[config.mk]
export PLATFORM = sky130hd
export DESIGN_NAME = tdfe_ram
export DESIGN_NICKNAME = d
export VERILOG_FILES = /design/src/rtl/core/table_driven_fsm_engine_top_assert.svh /design/src/rtl/core/tdfe_ram.sv
export SDC_FILE = /design/constraint.sdc
export NUM_CORES = 1
export LEC_CHECK = 0
export BUFFER_PORTS_ARGS = -buffer_cell sky130_fd_sc_hd__buf_2
export CAP_MARGIN = 40
export CORE_ASPECT_RATIO = 0.75
export CORE_MARGIN = 2
export CORE_UTILIZATION = 52
export CTS_BUF_LIST = sky130_fd_sc_hd__clkbuf_16
export DETAILED_ROUTE_END_ITERATION = 12
export GPL_ROUTABILITY_DRIVEN = 0
export GPL_TIMING_DRIVEN = 0
export PLACE_DENSITY_LB_ADDON = 0.12
export RECOVER_POWER = 25
export SETUP_SLACK_MARGIN = 0.15
export SYNTH_ARGS = -nofsm -noshare
export SYNTH_HDL_FRONTEND = slang
export SYNTH_SLANG_ARGS = --single-unit
[constraint.sdc]
create_clock -name clk -period 2.2 [get_ports clk]
set_input_delay 0 -clock clk [delete_from_list [all_inputs] [get_ports clk]]
set_output_delay 0 -clock clk [all_outputs]
set_load 0.02 [all_outputs]
[src/rtl/core/table_driven_fsm_engine_top_assert.svh]
// assertion macros for the table driven fsm engine
// used by table_driven_fsm_engine_top, expects clk and arst_n in scope
`ifndef TABLE_DRIVEN_FSM_ENGINE_TOP_ASSERT_SVH
`define TABLE_DRIVEN_FSM_ENGINE_TOP_ASSERT_SVH
`ifndef SYNTHESIS
`define TDFE_ASSERT_IMP(lbl, pre, post) \
	lbl: assert property (@(posedge clk) disable iff (!arst_n) (pre) |-> (post)) \
		else $error("assertion failed");
`define TDFE_ASSERT_NXT(lbl, pre, post) \
	lbl: assert property (@(posedge clk) disable iff (!arst_n) (pre) |=> (post)) \
		else $error("assertion failed");
`else
`define TDFE_ASSERT_IMP(lbl, pre, post)
`define TDFE_ASSERT_NXT(lbl, pre, post)
`endif
`endif

[src/rtl/core/tdfe_ram.sv]
// simple dual port ram with registered read, used for table and record stores
// depends on nothing
`timescale 1ns / 1ps
module tdfe_ram #(
	parameter int DEPTH = 64,
	parameter int WIDTH = 8,
	localparam int AW = (DEPTH > 1) ? $clog2(DEPTH) : 1
) (
	input  logic             clk,
	input  logic             we,
	input  logic [AW-1:0]    waddr,
	input  logic [WIDTH-1:0] wdata,
	input  logic             re,
	input  logic [AW-1:0]    raddr,
	output logic [WIDTH-1:0] rdata
);
	logic [WIDTH-1:0] mem [DEPTH];
	logic [WIDTH-1:0] rdata_q;

	always_ff @(posedge clk) begin
		if (we) begin
			mem[waddr] <= wdata;
		end
		if (re) begin
			rdata_q <= mem[raddr];
		end
	end

	assign rdata = rdata_q;
endmodule

After elaboration in Yosys (flattened, before gate mapping) --
Memory sizes are Yosys's and may differ from the RTL's. A register that Yosys moved wholly into a read port is not among the register bits. Index checks and enable logic that the tools add are counted.
Cells by class: multiplexer cells 2
Operators with widths (count):
- $mux W1 | 2
Storage, ports and cells: bits in registers 0, bits in writable memories 512, output and inout bits 8, logic and storage cells 3, memories kept 1
Memories:
- mem | depth 64, width 8, read ports 1, clocked after Yosys merged registers in 1, wr ports 1, RTL line tdfe_ram.sv:17 | logic [WIDTH-1:0] mem [DEPTH];

Logic depth before layout (Yosys ltp) --
depth after elaboration 2, mapped depth 9, depth with buffers taken out 5

Worst setup path before layout --
No wires, ideal clock.
path kind register to register, start point mem mem[29][4], end point reg rdata_q[4], in the netlist rdata[4] (read register of mem), data pin, setup time 0.270 ns, arrival time 1.560 ns, required time 1.930 ns, path slack 0.370 ns, stages on the path, launching flop included 6, path buffers 0, clock period less this slack 1.830 ns, path through edfxtp_1 -> mux4_2 -> mux2_2 -> o221a_2 -> nor3_1 -> o32ai_1
RTL lines:
- start: declaration | RTL line tdfe_ram.sv:17
- end: declaration | RTL line tdfe_ram.sv:18 | logic [WIDTH-1:0] rdata_q;

==> results.toml <==
[status]
status = "complete, but fails checks"
violations = "max-capacitance violations, max-slew violations"

[floorplanning]
die_x_um = 232
top_level_ports = 31
core_area_um2 = 38300
die_y_um = 175
die-area_um2 = 40500
start_util_pct = 52.8
num_rows = 62

[finish]
multi_input_area_um2 = 4510
final_layout_size_suffix_gt1_share_pct = 28.9
layout.nets = 1086
num-fill-cells = 2746
register_area_um2 = 15600
design_area_um2 = 23300
syn_to_final_growth_pct = 14.9

[yosys]
synth-warning-count = 0
synth_top_cell_by_area = "edfxtp_1"
synth_compound_area_share_pct = 2.06
syn_area_um2 = 20200
muxShareOfSynthArea_pct = 15.9
synth_top_family_by_area = "multiplexers"
syn_inst = 940
synthTopCellsByArea = "edfxtp_1, mux4_2, nor2_1, mux2i_1, mux2_2"
yosysSeqAreaShare_pct = 77.1
synth-edff-count = 520
ys.flop_type = "edfxtp_1"
async_reset_ff_share_pct = 0
synth_seq_cells = 520
synth_xor_area_share_pct = 0
synth_cell_type_count = 39
syn-num-nets = 963
synth_top_area_share_pct = 77.1
yosys.cell_count.top_type = "edfxtp_1"
syn_area_per_cell_um2 = 21.5
synthSimpleGateAreaFrac_pct = 3.37
synthAdderAreaFrac_pct = 0
ys_top_cells_by_count = "edfxtp_1, mux4_2, nor2_1"

[clocking]
clkTransAtPathRegs_ps = 60
cts_tree = "done"
cts_buffers = 50
h-tree-depth = 2
cts.sinks = 520
clockRootBuffer = "clkbuf_16"
clk_latency_ps = 580
post_cts_buffers = 0
cts_buffer_depth = 3

[sta]
fmax_ghz = 0.480
period_share_pct = 94.7
drv_slew = 66
hold_viol_final = 0
worst_pin_slew_ps = 1610
fin_tns_setup_ps = 0
rsz0062_at_grt = "yes"
setup_viol = 0
fin_crit_ps = 2080
fin_skew_ps = 14.6
slew_headroom_pct = -7.64

[global_route]
grt.total_usage_pct = 24.6
grt_pass1_vias = 9820
grt_first_pass_wirelength_um = 69400
gr-total-overflow = 0
grt_max_degree = 49
antenna_found_initial = 2

[route]
drcViolationCount = 0
vias = 9958
drt_iter0_drc = 1172
drt-vias-per-instance = 6.17
first_pass_iters = 5
ant_nets = 0
wirelength_um = 48200
post_drt_wl_per_cell_um = 29.9

[run]
maxCapViolations = 2

[pwr]
leakage_nw = 7.38
power_density_nw_per_um2 = 890
ir_worst_vdd_uv = 575

[placement]
placed_area_um2 = 21400
numPortBuffers = 22
dp_hpwl_um = 32600

[setup_path]
critPathArrivalTime_ps = 2380
required_ps = 2490
crit_path_start_kind = "register"
end_kind = "register"
worstPathMaxFanout = 1
crit_type = "register to register"

[worst_hold_path]
hold_class = "primary input to register"
[flip-flops by register name (all words and copies together), names as in the netlist]
register and count:
mem 512, rdata 8
[power by group]
part / switching, mW / internal, mW / leakage (nW) / total [mW]
clock: 3.59 / 4.91 / 0.848 / 8.50
sequential: 0.0191 / 11.0 / 4.69 / 11.0
combinational: 0.748 / 0.451 / 1.84 / 1.20
[routing by layer]
| layer | GRT usage (%) | vias to the layer above | share of wire [%] |
|---|---|---|---|
| met5 | 1.08 | - | 0 |
| li1 | - | 4192 | - |
| met2 | 35.1 | 463 | 44 |
| met3 | 6.02 | 74 | 8.9 |
| met4 | 6.44 | 0 | 2.4 |
| met1 | 38.1 | 5229 | 44 |
[placed cells by master, fill, tap and decap left out, drive strengths merged, types with 5 or more instances in the layout]
cell         instances
edfxtp             520
a221oi               6
bufinv               5
o22ai                8
nor2                83
o221ai               8
clkinv              19
nand2               19
inv                 12
mux2i               23
buf                 78
clkbuf              86
nor2b               14
nand3               13
mux2                13
nor3                 7
mux4               126
dlygate4sd3         11
nand2b               7
[layout make-up]
| type | instances | area share, % |
|---|---|---|
| Sequential cell | 520 | 67.1 |
| Multi-Input combinational cell | 369 | 19.4 |
| Clock buffer | 53 | 5.70 |
| Tap cell | 512 | 2.75 |
| Timing Repair Buffer | 71 | 2.39 |
| Buffer | 51 | 1.41 |
| Clock inverter | 37 | 1.25 |
| Antenna cell | 1 | 0.0108 |
[cells by family after synthesis]
family                 Yosys count
muxes                          162
AOI/OAI and AO/OA               54
buffers and inverters           51
DFF                            520
and+or+nand+nor                153
[final timing paths]
kind	start	endpoint	slack (ps)	depth (start not counted)
max	mem[35][5]	rdata[5]	120	4
min	we	mem[49][7]	40	3
max reg2reg	mem[35][5]	rdata[5]	120	4
min reg2reg	mem[22][0]	rdata[0]	990	4
[metrics by stage]
step / setup WS (ps) / power, mW / hold slack (ps) / util, % / instances
final: 116 / 20.7 / 38.8 / 60.7 / 1614
after CTS: 97.6 / 20.8 / 15.6 / 60.5 / 1610
after floorplan: 370 / 11.8 / 98.9 / - / 940
after detailed placement: -742 / 12.3 / 393 / 55.8 / 1509
after global placement: -703 / 12.3 / 387 / 54.8 / 1474
after global routing: 96.9 / 21.2 / 78.0 / 60.7 / 1613
[critical path: stages, from the launching register on]
cell      delay, ps
edfxtp_1        390
mux4_2          530
mux4_2          540
o21ai_4         220
o41ai_4         130
[repair_timing]
item                       CTS  global route
hold buffers                11             0
pin swaps                    4             3
gates resized for setup     15            28
setup endpoints to repair    7            15
hold endpoints to repair   154             0
Power figures use the tool's default switching activity.
